### src/hw/rtl/scsa_pkg.sv
// ----------------------------------------------------------------------------
// scsa_pkg: shared constants for the square crop-and-scale address block
// Field widths, clamp limits, fixed-point widths and register indexes.
// ----------------------------------------------------------------------------
`default_nettype none

package scsa_pkg;

    localparam int MAX_DIM = 4096;
    localparam int MAX_OUT = 256;

    localparam int COL_W  = 8;
    localparam int SRC_W  = 24;
    localparam int DEST_W = 16;
    localparam int DIM_W  = 13;
    localparam int CRN_W  = 12;
    localparam int OUT_W  = 9;

    localparam int ADDR_W = 5;
    localparam int DATA_W = 32;

    // Q.1 corner width, Q12.16 step width, divider quotient width
    localparam int Q1_W   = 16;
    localparam int STEP_W = $clog2(MAX_DIM) + 16;
    localparam int QUO_W  = STEP_W + 2;

    localparam logic [STEP_W-1:0] STEP_MAX = '1;

    localparam logic [2:0] REG_IMAGE_WIDTH  = 3'd0;
    localparam logic [2:0] REG_IMAGE_HEIGHT = 3'd1;
    localparam logic [2:0] REG_OUT_SIZE     = 3'd2;
    localparam logic [2:0] REG_BOX_PRESENT  = 3'd3;
    localparam logic [2:0] REG_BOX_LEFT     = 3'd4;
    localparam logic [2:0] REG_BOX_BOTTOM   = 3'd5;
    localparam logic [2:0] REG_BOX_RIGHT    = 3'd6;
    localparam logic [2:0] REG_BOX_TOP      = 3'd7;

endpackage

`default_nettype wire

### src/hw/rtl/scsa_if.sv
// ----------------------------------------------------------------------------
// scsa_if: valid/ready channels of the square crop-and-scale address block
// Coordinate channel in, address result channel out.
// ----------------------------------------------------------------------------
`default_nettype none

interface scsa_coord_if;
    import scsa_pkg::*;

    logic             valid;
    logic             ready;
    logic [COL_W-1:0] out_col;
    logic [COL_W-1:0] out_row;

    modport source (output valid, output out_col, output out_row, input ready);
    modport sink   (input valid, input out_col, input out_row, output ready);
endinterface

interface scsa_result_if;
    import scsa_pkg::*;

    logic              valid;
    logic              ready;
    logic [SRC_W-1:0]  source_index;
    logic [DEST_W-1:0] dest_index;
    logic              copy_pixel;

    modport source (output valid, output source_index, output dest_index,
                    output copy_pixel, input ready);
    modport sink   (input valid, input source_index, input dest_index,
                    input copy_pixel, output ready);
endinterface

`default_nettype wire

### src/hw/rtl/square_crop_scale_address.sv
// ----------------------------------------------------------------------------
// square_crop_scale_address: nearest-neighbor square crop-and-scale addresses
// One output pixel coordinate in, one source/destination address word out.
//
// coord carries (out_col, out_row); result carries source_index, dest_index
// and copy_pixel. A word is moved when valid and ready are both high.
// Registers are written over the APB port; pready is always high.
// An accepted coord word passes through six registered stages to result.
// One word per cycle is sustained while result is ready and the block is
// out of its setup pass; the multiplies sit in stages 2 and 5.
// After reset and after every register write the block runs a setup pass
// (4 squaring stages, one load, 30 steps of the radix-2 step divider) with
// coord.ready low; register writes are still taken.
// When result is stalled, each stage holds its word and empty stages ahead
// of it keep filling, so outside setup coord.ready drops only when full.
// ----------------------------------------------------------------------------
`default_nettype none

module square_crop_scale_address (
    input  wire logic                          clk,
    input  wire logic                          rst_n,
    input  wire logic                          psel,
    input  wire logic                          penable,
    input  wire logic                          pwrite,
    input  wire logic [scsa_pkg::ADDR_W-1:0]   paddr,
    input  wire logic [scsa_pkg::DATA_W-1:0]   pwdata,
    output logic      [scsa_pkg::DATA_W-1:0]   prdata,
    output logic                               pready,
    scsa_coord_if.sink                         coord,
    scsa_result_if.source                      result
);
    import scsa_pkg::*;

    localparam logic [1:0] ST_SETUP = 2'd0;
    localparam logic [1:0] ST_DIV   = 2'd1;
    localparam logic [1:0] ST_RUN   = 2'd2;

    localparam int CNT_W = $clog2(QUO_W);
    localparam logic [2:0]       SETUP_LAST = 3'd4;
    localparam logic [CNT_W-1:0] DIV_LAST   = CNT_W'(QUO_W - 1);

    function automatic logic [DIM_W-1:0] clamp_dim(input logic [DIM_W-1:0] v);
        if (v == '0)
            return DIM_W'(1);
        else if (v > DIM_W'(MAX_DIM))
            return DIM_W'(MAX_DIM);
        else
            return v;
    endfunction

    function automatic logic [OUT_W-1:0] clamp_out(input logic [OUT_W-1:0] v);
        if (v == '0)
            return OUT_W'(1);
        else if (v > OUT_W'(MAX_OUT))
            return OUT_W'(MAX_OUT);
        else
            return v;
    endfunction

    // ------------------------------------------------------------------
    // register file
    // ------------------------------------------------------------------
    logic             cfg_write;
    logic [DIM_W-1:0] image_width_reg;
    logic [DIM_W-1:0] image_height_reg;
    logic [OUT_W-1:0] out_size_reg;
    logic             box_present_reg;
    logic [CRN_W-1:0] box_left_reg;
    logic [CRN_W-1:0] box_bottom_reg;
    logic [CRN_W-1:0] box_right_reg;
    logic [CRN_W-1:0] box_top_reg;

    assign cfg_write = psel && penable && pwrite;
    assign pready    = 1'b1;

    always_ff @(posedge clk or negedge rst_n)
    begin
        if (!rst_n)
        begin
            image_width_reg  <= DIM_W'(4096);
            image_height_reg <= DIM_W'(4096);
            out_size_reg     <= OUT_W'(64);
            box_present_reg  <= 1'b0;
            box_left_reg     <= '0;
            box_bottom_reg   <= '0;
            box_right_reg    <= '0;
            box_top_reg      <= '0;
        end
        else if (cfg_write)
        begin
            case (paddr[4:2])
                REG_IMAGE_WIDTH:  image_width_reg  <= pwdata[DIM_W-1:0];
                REG_IMAGE_HEIGHT: image_height_reg <= pwdata[DIM_W-1:0];
                REG_OUT_SIZE:     out_size_reg     <= pwdata[OUT_W-1:0];
                REG_BOX_PRESENT:  box_present_reg  <= pwdata[0];
                REG_BOX_LEFT:     box_left_reg     <= pwdata[CRN_W-1:0];
                REG_BOX_BOTTOM:   box_bottom_reg   <= pwdata[CRN_W-1:0];
                REG_BOX_RIGHT:    box_right_reg    <= pwdata[CRN_W-1:0];
                REG_BOX_TOP:      box_top_reg      <= pwdata[CRN_W-1:0];
                default: ;
            endcase
        end
    end

    always_comb
    begin
        case (paddr[4:2])
            REG_IMAGE_WIDTH:  prdata = DATA_W'(image_width_reg);
            REG_IMAGE_HEIGHT: prdata = DATA_W'(image_height_reg);
            REG_OUT_SIZE:     prdata = DATA_W'(out_size_reg);
            REG_BOX_PRESENT:  prdata = DATA_W'(box_present_reg);
            REG_BOX_LEFT:     prdata = DATA_W'(box_left_reg);
            REG_BOX_BOTTOM:   prdata = DATA_W'(box_bottom_reg);
            REG_BOX_RIGHT:    prdata = DATA_W'(box_right_reg);
            REG_BOX_TOP:      prdata = DATA_W'(box_top_reg);
            default:          prdata = '0;
        endcase
    end

    // ------------------------------------------------------------------
    // setup pipe: clamp and squarify the box (runs every cycle)
    // ------------------------------------------------------------------
    logic [DIM_W-1:0]       wi_c_reg, hi_c_reg, glim_reg;
    logic [OUT_W-1:0]       n_c_reg;
    logic                   xwide_reg;
    logic [DIM_W-1:0]       d_reg;
    logic [CRN_W-1:0]       glo_reg, ghi_reg, flo_reg, fhi_reg;

    logic signed [DIM_W-1:0] dx, dy;
    logic signed [DIM_W:0]   dd;
    logic                    xwide;
    logic [DIM_W-1:0]        wi_c, hi_c;

    assign wi_c  = clamp_dim(image_width_reg);
    assign hi_c  = clamp_dim(image_height_reg);
    assign dx    = $signed({1'b0, box_right_reg}) - $signed({1'b0, box_left_reg});
    assign dy    = $signed({1'b0, box_top_reg}) - $signed({1'b0, box_bottom_reg});
    assign xwide = dx > dy;
    assign dd    = xwide ? ($signed({dx[DIM_W-1], dx}) - $signed({dy[DIM_W-1], dy}))
                         : ($signed({dy[DIM_W-1], dy}) - $signed({dx[DIM_W-1], dx}));

    always_ff @(posedge clk)
    begin
        wi_c_reg  <= wi_c;
        hi_c_reg  <= hi_c;
        n_c_reg   <= clamp_out(out_size_reg);
        xwide_reg <= xwide;
        d_reg     <= dd[DIM_W-1:0];
        glo_reg   <= xwide ? box_bottom_reg : box_left_reg;
        ghi_reg   <= xwide ? box_top_reg    : box_right_reg;
        glim_reg  <= xwide ? hi_c           : wi_c;
        flo_reg   <= xwide ? box_left_reg   : box_bottom_reg;
        fhi_reg   <= xwide ? box_right_reg  : box_top_reg;
    end

    // grow the short side; clamp at the near edge
    logic signed [Q1_W-1:0] g0_reg, g1_reg;
    logic signed [Q1_W-1:0] g0_b, g1_b;
    logic [CRN_W+1:0]       ghi_d;

    assign ghi_d = {2'b0, ghi_reg} + {1'b0, d_reg};

    always_comb
    begin
        g0_b = $signed({3'b0, glo_reg, 1'b0}) - $signed({3'b0, d_reg});
        g1_b = $signed({3'b0, ghi_reg, 1'b0}) + $signed({3'b0, d_reg});
        if (g0_b < 0)
        begin
            g0_b = '0;
            g1_b = $signed({1'b0, ghi_d, 1'b0});
        end
    end

    always_ff @(posedge clk)
    begin
        g0_reg <= g0_b;
        g1_reg <= g1_b;
    end

    // clamp at the far edge; map back to x and y
    logic signed [Q1_W-1:0] c0x_reg, c1x_reg, c0y_reg, c1y_reg;
    logic signed [Q1_W-1:0] g0_c, g1_c, lim2;

    assign lim2 = $signed({2'b0, glim_reg, 1'b0});

    always_comb
    begin
        g0_c = g0_reg;
        g1_c = g1_reg;
        if (g1_reg >= lim2)
        begin
            g1_c = lim2 - Q1_W'(2);
            g0_c = $signed({3'b0, glo_reg, 1'b0}) - $signed({2'b0, d_reg, 1'b0});
        end
    end

    always_ff @(posedge clk)
    begin
        if (xwide_reg)
        begin
            c0x_reg <= $signed({3'b0, flo_reg, 1'b0});
            c1x_reg <= $signed({3'b0, fhi_reg, 1'b0});
            c0y_reg <= g0_c;
            c1y_reg <= g1_c;
        end
        else
        begin
            c0x_reg <= g0_c;
            c1x_reg <= g1_c;
            c0y_reg <= $signed({3'b0, flo_reg, 1'b0});
            c1y_reg <= $signed({3'b0, fhi_reg, 1'b0});
        end
    end

    // derived per-item constants
    logic signed [Q1_W-1:0] size2_reg, basey_reg, c0x_d_reg;
    logic [CRN_W-1:0]       c1xh_reg, c1yh_reg;

    always_ff @(posedge clk)
    begin
        size2_reg <= c1y_reg - c0y_reg;
        basey_reg <= $signed({3'b0, hi_c_reg}) - (c0y_reg >>> 1);
        c0x_d_reg <= c0x_reg;
        c1xh_reg  <= c1x_reg[CRN_W:1];
        c1yh_reg  <= c1y_reg[CRN_W:1];
    end

    // ------------------------------------------------------------------
    // setup sequencer and radix-2 step divider
    // ------------------------------------------------------------------
    logic [1:0]       state_reg, state_next;
    logic [2:0]       phase_reg, phase_next;
    logic [CNT_W-1:0] cnt_reg, cnt_next;
    logic             div_load, div_run, div_done;

    logic [OUT_W-1:0]  rem_reg, rem_next;
    logic [QUO_W-1:0]  quo_reg, quo_next;
    logic [STEP_W-1:0] step_reg;
    logic [OUT_W:0]    div_sh;
    logic              div_ge;

    always_comb
    begin
        state_next = state_reg;
        phase_next = phase_reg;
        cnt_next   = cnt_reg;
        div_load   = 1'b0;
        div_run    = 1'b0;
        div_done   = 1'b0;
        case (state_reg)
            ST_SETUP:
            begin
                if (phase_reg == SETUP_LAST)
                begin
                    state_next = ST_DIV;
                    cnt_next   = '0;
                    div_load   = 1'b1;
                end
                else
                begin
                    phase_next = phase_reg + 3'd1;
                end
            end
            ST_DIV:
            begin
                div_run = 1'b1;
                if (cnt_reg == DIV_LAST)
                begin
                    state_next = ST_RUN;
                    div_done   = 1'b1;
                end
                else
                begin
                    cnt_next = cnt_reg + CNT_W'(1);
                end
            end
            ST_RUN: ;
            default:
            begin
                state_next = ST_SETUP;
                phase_next = '0;
            end
        endcase
        if (cfg_write)
        begin
            state_next = ST_SETUP;
            phase_next = '0;
        end
    end

    always_ff @(posedge clk or negedge rst_n)
    begin
        if (!rst_n)
        begin
            state_reg <= ST_SETUP;
            phase_reg <= '0;
            cnt_reg   <= '0;
        end
        else
        begin
            state_reg <= state_next;
            phase_reg <= phase_next;
            cnt_reg   <= cnt_next;
        end
    end

    assign div_sh   = {rem_reg, quo_reg[QUO_W-1]};
    assign div_ge   = div_sh >= {1'b0, n_c_reg};
    assign rem_next = div_ge ? OUT_W'(div_sh - {1'b0, n_c_reg}) : div_sh[OUT_W-1:0];
    assign quo_next = {quo_reg[QUO_W-2:0], div_ge};

    always_ff @(posedge clk)
    begin
        if (div_load)
        begin
            rem_reg <= '0;
            quo_reg <= (size2_reg > 0) ? {size2_reg[Q1_W-2:0], 15'b0} : '0;
        end
        else if (div_run)
        begin
            rem_reg <= rem_next;
            quo_reg <= quo_next;
        end
        if (div_done)
            step_reg <= (quo_next[QUO_W-1:STEP_W] != '0) ? STEP_MAX
                                                         : quo_next[STEP_W-1:0];
    end

    // ------------------------------------------------------------------
    // item pipeline
    // ------------------------------------------------------------------
    localparam int PROD_W = STEP_W + COL_W;
    localparam int CX_W   = PROD_W + 3;
    localparam int XI_W   = CX_W - 16;

    logic en1, en2, en3, en4, en5, en6;
    logic v1_reg, v2_reg, v3_reg, v4_reg, v5_reg, ov_reg;

    assign en6 = !ov_reg || result.ready;
    assign en5 = !v5_reg || en6;
    assign en4 = !v4_reg || en5;
    assign en3 = !v3_reg || en4;
    assign en2 = !v2_reg || en3;
    assign en1 = !v1_reg || en2;

    assign coord.ready = en1 && (state_reg == ST_RUN);

    always_ff @(posedge clk or negedge rst_n)
    begin
        if (!rst_n)
        begin
            v1_reg <= 1'b0;
            v2_reg <= 1'b0;
            v3_reg <= 1'b0;
            v4_reg <= 1'b0;
            v5_reg <= 1'b0;
            ov_reg <= 1'b0;
        end
        else
        begin
            if (en1) v1_reg <= coord.valid && coord.ready;
            if (en2) v2_reg <= v1_reg;
            if (en3) v3_reg <= v2_reg;
            if (en4) v4_reg <= v3_reg;
            if (en5) v5_reg <= v4_reg;
            if (en6) ov_reg <= v5_reg;
        end
    end

    // stage 1: grid check
    logic [COL_W-1:0] s1_col_reg, s1_row_reg, s1_nm1r_reg;
    logic             s1_grid_reg;
    logic [OUT_W-1:0] nm1r_full;

    assign nm1r_full = n_c_reg - OUT_W'(1) - {1'b0, coord.out_row};

    always_ff @(posedge clk)
    begin
        if (en1)
        begin
            s1_col_reg  <= coord.out_col;
            s1_row_reg  <= coord.out_row;
            s1_grid_reg <= ({1'b0, coord.out_col} < n_c_reg)
                        && ({1'b0, coord.out_row} < n_c_reg);
            s1_nm1r_reg <= nm1r_full[COL_W-1:0];
        end
    end

    // stage 2: multiplies
    logic [COL_W-1:0]       s2_col_reg;
    logic                   s2_grid_reg;
    logic [PROD_W-1:0]      s2_stepcol_reg, s2_steprow_reg;
    logic [COL_W+OUT_W-1:0] s2_dmul_reg;

    always_ff @(posedge clk)
    begin
        if (en2)
        begin
            s2_col_reg     <= s1_col_reg;
            s2_grid_reg    <= s1_grid_reg;
            s2_stepcol_reg <= step_reg * s1_col_reg;
            s2_steprow_reg <= step_reg * s1_row_reg;
            s2_dmul_reg    <= s1_nm1r_reg * n_c_reg;
        end
    end

    // stage 3: scaled coordinates in Q.16, destination address
    logic signed [CX_W-1:0] s3_cx_reg, s3_cy_reg;
    logic                   s3_grid_reg;
    logic [DEST_W-1:0]      s3_dest_reg;
    logic [COL_W+OUT_W-1:0] dest_sum;

    assign dest_sum = s2_dmul_reg + {{OUT_W{1'b0}}, s2_col_reg};

    always_ff @(posedge clk)
    begin
        if (en3)
        begin
            s3_cx_reg   <= $signed({{(CX_W-Q1_W-15){c0x_d_reg[Q1_W-1]}}, c0x_d_reg, 15'b0})
                         + $signed({3'b0, s2_stepcol_reg});
            s3_cy_reg   <= $signed({{(CX_W-Q1_W-16){basey_reg[Q1_W-1]}}, basey_reg, 16'b0})
                         - $signed({3'b0, s2_steprow_reg});
            s3_grid_reg <= s2_grid_reg;
            s3_dest_reg <= s2_grid_reg ? dest_sum[DEST_W-1:0] : '0;
        end
    end

    // stage 4: truncate toward zero
    logic signed [XI_W-1:0] s4_xi_reg, s4_yi_reg;
    logic                   s4_grid_reg;
    logic [DEST_W-1:0]      s4_dest_reg;
    logic                   cx_fix, cy_fix;

    assign cx_fix = s3_cx_reg[CX_W-1] && (s3_cx_reg[15:0] != '0);
    assign cy_fix = s3_cy_reg[CX_W-1] && (s3_cy_reg[15:0] != '0);

    always_ff @(posedge clk)
    begin
        if (en4)
        begin
            s4_xi_reg   <= s3_cx_reg[CX_W-1:16] + XI_W'(cx_fix);
            s4_yi_reg   <= s3_cy_reg[CX_W-1:16] + XI_W'(cy_fix);
            s4_grid_reg <= s3_grid_reg;
            s4_dest_reg <= s3_dest_reg;
        end
    end

    // stage 5: box and image checks, row multiply
    logic [CRN_W-1:0]       s5_xi_reg;
    logic [CRN_W+DIM_W-1:0] s5_prod_reg;
    logic                   s5_copy_reg;
    logic [DEST_W-1:0]      s5_dest_reg;
    logic signed [XI_W-1:0] hmy;
    logic                   in_box, in_img;

    assign hmy    = $signed({{(XI_W-DIM_W){1'b0}}, hi_c_reg}) - s4_yi_reg;
    assign in_box = (s4_xi_reg < $signed({{(XI_W-CRN_W){1'b0}}, c1xh_reg}))
                 && (hmy < $signed({{(XI_W-CRN_W){1'b0}}, c1yh_reg}));
    assign in_img = !s4_xi_reg[XI_W-1] && !s4_yi_reg[XI_W-1]
                 && (s4_xi_reg < $signed({{(XI_W-DIM_W){1'b0}}, wi_c_reg}))
                 && (s4_yi_reg < $signed({{(XI_W-DIM_W){1'b0}}, hi_c_reg}));

    always_ff @(posedge clk)
    begin
        if (en5)
        begin
            s5_xi_reg   <= s4_xi_reg[CRN_W-1:0];
            s5_prod_reg <= s4_yi_reg[CRN_W-1:0] * wi_c_reg;
            s5_copy_reg <= s4_grid_reg && box_present_reg && in_box && in_img;
            s5_dest_reg <= s4_dest_reg;
        end
    end

    // stage 6: output register
    logic [SRC_W-1:0]       o_source_reg;
    logic [DEST_W-1:0]      o_dest_reg;
    logic                   o_copy_reg;
    logic [CRN_W+DIM_W-1:0] src_sum;

    assign src_sum = s5_prod_reg + {{DIM_W{1'b0}}, s5_xi_reg};

    always_ff @(posedge clk)
    begin
        if (en6)
        begin
            o_source_reg <= s5_copy_reg ? src_sum[SRC_W-1:0] : '0;
            o_dest_reg   <= s5_dest_reg;
            o_copy_reg   <= s5_copy_reg;
        end
    end

    assign result.valid        = ov_reg;
    assign result.source_index = o_source_reg;
    assign result.dest_index   = o_dest_reg;
    assign result.copy_pixel   = o_copy_reg;

`ifndef SYNTH
    a_write_restarts_setup: assert property (@(posedge clk) disable iff (!rst_n)
        cfg_write |=> state_reg == ST_SETUP)
        else $error("register write did not restart setup");

    a_divider_finishes: assert property (@(posedge clk) disable iff (!rst_n)
        (state_reg == ST_DIV) && (cnt_reg == DIV_LAST) && !cfg_write
        |=> state_reg == ST_RUN)
        else $error("step divider did not finish");

    a_accept_enters_pipe: assert property (@(posedge clk) disable iff (!rst_n)
        coord.valid && coord.ready |=> v1_reg)
        else $error("accepted word missing from stage 1");

    a_stalled_stage_holds: assert property (@(posedge clk) disable iff (!rst_n)
        v5_reg && !en6 |=> v5_reg)
        else $error("stalled word lost in stage 5");
`endif

endmodule

`default_nettype wire

### src/flat_wrapper.sv
// flat-port wrapper written by rule: the top's interface ports become plain ports
module square_crop_scale_address_flat import scsa_pkg::*;
  (clk, rst_n, psel, penable, pwrite, paddr, pwdata, prdata, pready, coord_valid, coord_out_col, coord_out_row, coord_ready, result_valid, result_source_index, result_dest_index, result_copy_pixel, result_ready);
  scsa_coord_if coord_i ();
  scsa_result_if result_i ();
  input  wire logic clk;
  input  wire logic rst_n;
  input  wire logic psel;
  input  wire logic penable;
  input  wire logic pwrite;
  input  wire logic [scsa_pkg::ADDR_W-1:0] paddr;
  input  wire logic [scsa_pkg::DATA_W-1:0] pwdata;
  output logic      [scsa_pkg::DATA_W-1:0] prdata;
  output logic pready;
  input wire logic [$bits(coord_i.valid)-1:0] coord_valid;
  input wire logic [$bits(coord_i.out_col)-1:0] coord_out_col;
  input wire logic [$bits(coord_i.out_row)-1:0] coord_out_row;
  output wire logic [$bits(coord_i.ready)-1:0] coord_ready;
  output wire logic [$bits(result_i.valid)-1:0] result_valid;
  output wire logic [$bits(result_i.source_index)-1:0] result_source_index;
  output wire logic [$bits(result_i.dest_index)-1:0] result_dest_index;
  output wire logic [$bits(result_i.copy_pixel)-1:0] result_copy_pixel;
  input wire logic [$bits(result_i.ready)-1:0] result_ready;
  assign coord_i.valid = coord_valid;
  assign coord_i.out_col = coord_out_col;
  assign coord_i.out_row = coord_out_row;
  assign coord_ready = coord_i.ready;
  assign result_valid = result_i.valid;
  assign result_source_index = result_i.source_index;
  assign result_dest_index = result_i.dest_index;
  assign result_copy_pixel = result_i.copy_pixel;
  assign result_i.ready = result_ready;
  square_crop_scale_address u_core (.clk(clk), .rst_n(rst_n), .psel(psel), .penable(penable), .pwrite(pwrite), .paddr(paddr), .pwdata(pwdata), .prdata(prdata), .pready(pready), .coord(coord_i), .result(result_i));
endmodule
### config.mk
export PLATFORM = sky130hd
export DESIGN_NAME = square_crop_scale_address_flat
export DESIGN_NICKNAME = d
export VERILOG_FILES = /design/src/hw/rtl/scsa_pkg.sv /design/src/hw/rtl/scsa_if.sv /design/src/hw/rtl/square_crop_scale_address.sv /design/src/flat_wrapper.sv
export SDC_FILE = /design/constraint.sdc
export NUM_CORES = 2
export LEC_CHECK = 0
export ABC_AREA = 1
export BUFFER_PORTS_ARGS = -buffer_cell sky130_fd_sc_hd__buf_4
export CORE_MARGIN = 2
export CORE_UTILIZATION = 45
export CTS_CLUSTER_DIAMETER = 150
export CTS_CLUSTER_SIZE = 40
export DETAILED_ROUTE_END_ITERATION = 8
export PLACE_DENSITY = 0.67
export SLEW_MARGIN = 40
export SYNTH_ARGS = -nofsm -noshare
export SYNTH_HDL_FRONTEND = slang
export SYNTH_SLANG_ARGS = --single-unit
### constraint.sdc
create_clock -name clk -period 9.2 [get_ports clk]
set_clock_uncertainty 0.05 [all_clocks]
set_input_delay 1.38 -clock clk [delete_from_list [all_inputs] [get_ports clk]]
set_output_delay 1.38 -clock clk [all_outputs]
set_load 0.02 [all_outputs]
==> reports/results.txt <==
Status -> complete, no violations
Total power -> 25.5 mW
Initial core utilization -> 0.452
Hold Path Class -> reg -> reg
CTS Buf Count -> 25
Clock root cell -> clkbuf_16
Static leakage -> 33.5 nW
RSZ-0062 raised after global routing -> false
Crit path kind -> reg -> reg
Sw Share -> 0.510
Num ports -> 136
CP max stage delay -> 870 ps
Area after DPL -> 64200 µm²
Gr usage total -> 0.225
Vias per cell -> 5.14
Detailed Place HPWL -> 126 mm
Leading area contributor after synthesis -> edfxtp_1
I/O Buffers -> 94
# DRC -> 0
Die Wd -> 375 µm
Setup_tns -> 0 ps
Area contributors post-synth -> edfxtp_1 21%, fa_1 15%, nand2_1 10%, ha_1 10%, inv_1 9.6%
Clock sink count -> 803
Nets@finish -> 8291
Post-cts resize count -> 0
CP arrival -> 5970 ps
Final non-filler cell total -> 9068
Avg Inst Size Synth -> 8.45 µm²
Final period util -> 0.606
Fraction of registers with async set/reset -> 0.125
Final setup viols -> 0
CTS clk-pin slew, worst paths -> 150 ps
Final min period -> 5580 ps
Primary FF master, synth -> edfxtp_1
Die height -> 375 µm
Row Count -> 136
Rel. slew slack -> 0.392
Cells after synthesis -> 7320
Most frequent cells in the layout -> 1701 x nand2_1, 1578 x inv_1, 500 x ha_1
Placed cells -> 9019
Cell area after synthesis -> 61800 µm²
Crit-path most repeated cell -> fa_1
CTS hold repair buffers -> 0
H-tree levels -> 1
RePlAce Congestion -> 0.949
First-pass GRT wire length -> 251 mm
Clk network pwr share -> 0.066
Reg area -> 20900 µm²
IR drop worst, VDD -> 0.756 mV
F_max -> 179 MHz
Initial DRC Count -> 3302
Final Hold Fails -> 0
Core area -> 137000 µm²
Vias in the first global route -> 46139
Pwr/cell area -> 392 nW/µm²
Psw -> 13.0 mW
CTS tree -> yes
Total Wirelength -> 158 mm
Register area share after synthesis -> 0.338
Synth top area share -> 0.209
Max-capacitance violation count -> 0
R2R Setup Slk -> 3620 ps
Total internal power -> 12.5 mW
TritonRoute pass-1 iters -> 8
Largest net degree at the start of global routing -> 79
Clk_lat worst skew -> 690 ps
Worst Tran Pin Value -> 903 ps
Top Family by Delay on Critical Path -> adder cells
Hold Slack -> 264 ps
Post-synthesis sequential element count -> 803
Initial antenna violation count -> 7
Commonest non-fill, non-tap cell in the layout -> nand2_1
CP Cell Sequence -> nand2_1 > fa_1 > fa_1 > fa_1 > inv_1 > fa_1 > inv_1 > fa_1 > inv_1 > ha_1 > nand2_1 > nor3_1 > a21oi_1 > o21ai_0 > a21oi_1 > o21ai_0 > xor2_1
Die ar. -> 140000 µm²
DR vias -> 46588
Logic pwr share -> 0.649
Average routed wire per standard cell -> 17.4 µm
Area growth from synthesis to layout -> 5.07%
Synth Warn # -> 0
CP Buf/Inv Count -> 3
Post-synth cell types -> 66
Area occupied by multi-input gates -> 34000 µm²
Crit end category -> flop
Longest Clk Path Bufs -> 3
Crit-path max FO -> 14
Grt ovf -> 0
Share of layout cells above drive strength 1 -> 0.0330
Fillers -> 13077
# Post-CTS Setup Buffers -> 0
Critical Path Start Type -> flop
Sequential Power Share -> 0.285
Worst EP required -> 9590 ps
Post-synth EDFFs -> 430
Slew Viols, Final -> 0
Slowest cell on crit path -> edfxtp_1
DRT antenna net count -> 0
Final Cell Area -> 65000 µm²
Yosys cell counts (all sizes together), types with 33 or more instances:
| cell | number |
|---|---|
| a21o | 37 |
| nor2 | 284 |
| clkbuf | 183 |
| nor3 | 75 |
| a21oi | 383 |
| nand2 | 1707 |
| xnor2 | 98 |
| nand4 | 38 |
| o21ai | 409 |
| fa | 477 |
| edfxtp | 430 |
| nor4 | 36 |
| xor2 | 217 |
| dfrtp | 97 |
| nand3 | 190 |
| o21bai | 33 |
| ha | 500 |
| buf | 64 |
| inv | 1590 |
| dfxtp | 273 |
power by group through the flow:
stage          clock network, mW  logic (mW)  registers (mW)
5_1_grt                     1.82        18.9            7.41
3_5_place_dp                   0        16.4            7.33
4_1_cts                     1.72        16.5            7.25
2_1_floorplan                  0        12.5            6.62
3_3_place_gp                   0        16.1            7.31
6_report                    1.67        16.5            7.27
per-stage QoR:
step,utilization,worst slack (ps)
after floorplan,-,541
after global placement,0.468,3680
after detailed placement,0.468,3630
after CTS,0.474,3620
after global routing,0.474,3320
final,0.474,3620
layout make-up:
type / count / area share
repair buffers: 135 / 0.0163
inverters: 1593 / 0.0922
clock inverters: 8 / 0.00171
diodes: 2 / 0.0000770
multi-input cells: 4696 / 0.523
well taps: 1794 / 0.0345
flip-flops and latches: 803 / 0.321
clock buffers: 37 / 0.0103
worst paths after layout:
path	from	end	cells past startpoint
worst max-delay path	u_core.s4_yi_reg[3]$_DFFE_PP_	u_core.s5_prod_reg[21]$_DFFE_PP_	17
worst min-delay path	u_core.c0x_reg[8]$_DFF_P_	u_core.c0x_d_reg[8]$_DFF_P_	0
worst max register to register	u_core.s4_yi_reg[3]$_DFFE_PP_	u_core.s5_prod_reg[21]$_DFFE_PP_	17
worst min register to register	u_core.c0x_reg[8]$_DFF_P_	u_core.c0x_d_reg[8]$_DFF_P_	0
max in group asynchronous	rst_n	u_core.out_size_reg[6]$_DFFE_PN1P_	3
min in group asynchronous	rst_n	u_core.image_width_reg[4]$_DFFE_PN0P_	1
cell families after synthesis:
| logic type | Yosys count | share of synthesized area |
|---|---|---|
| flops | 803 | 0.338 |
| mux | 3 | 0.000506 |
| buf+inv | 1840 | 0.114 |
| compound gates | 1009 | 0.0906 |
| fa+ha+maj | 977 | 0.256 |
| simple gates | 2371 | 0.157 |
| other cells | 2 | 0.000121 |
| xor+xnor | 315 | 0.0446 |
layer usage:
metal,wire (µm),GRT usage,vias up
met4,4510,0.0621,0
met3,8710,0.0224,218
li1,-,-,22627
met1,70300,0.307,22452
met5,0,0,-
met2,74500,0.380,1291
(Power assumes the default switching activity.)
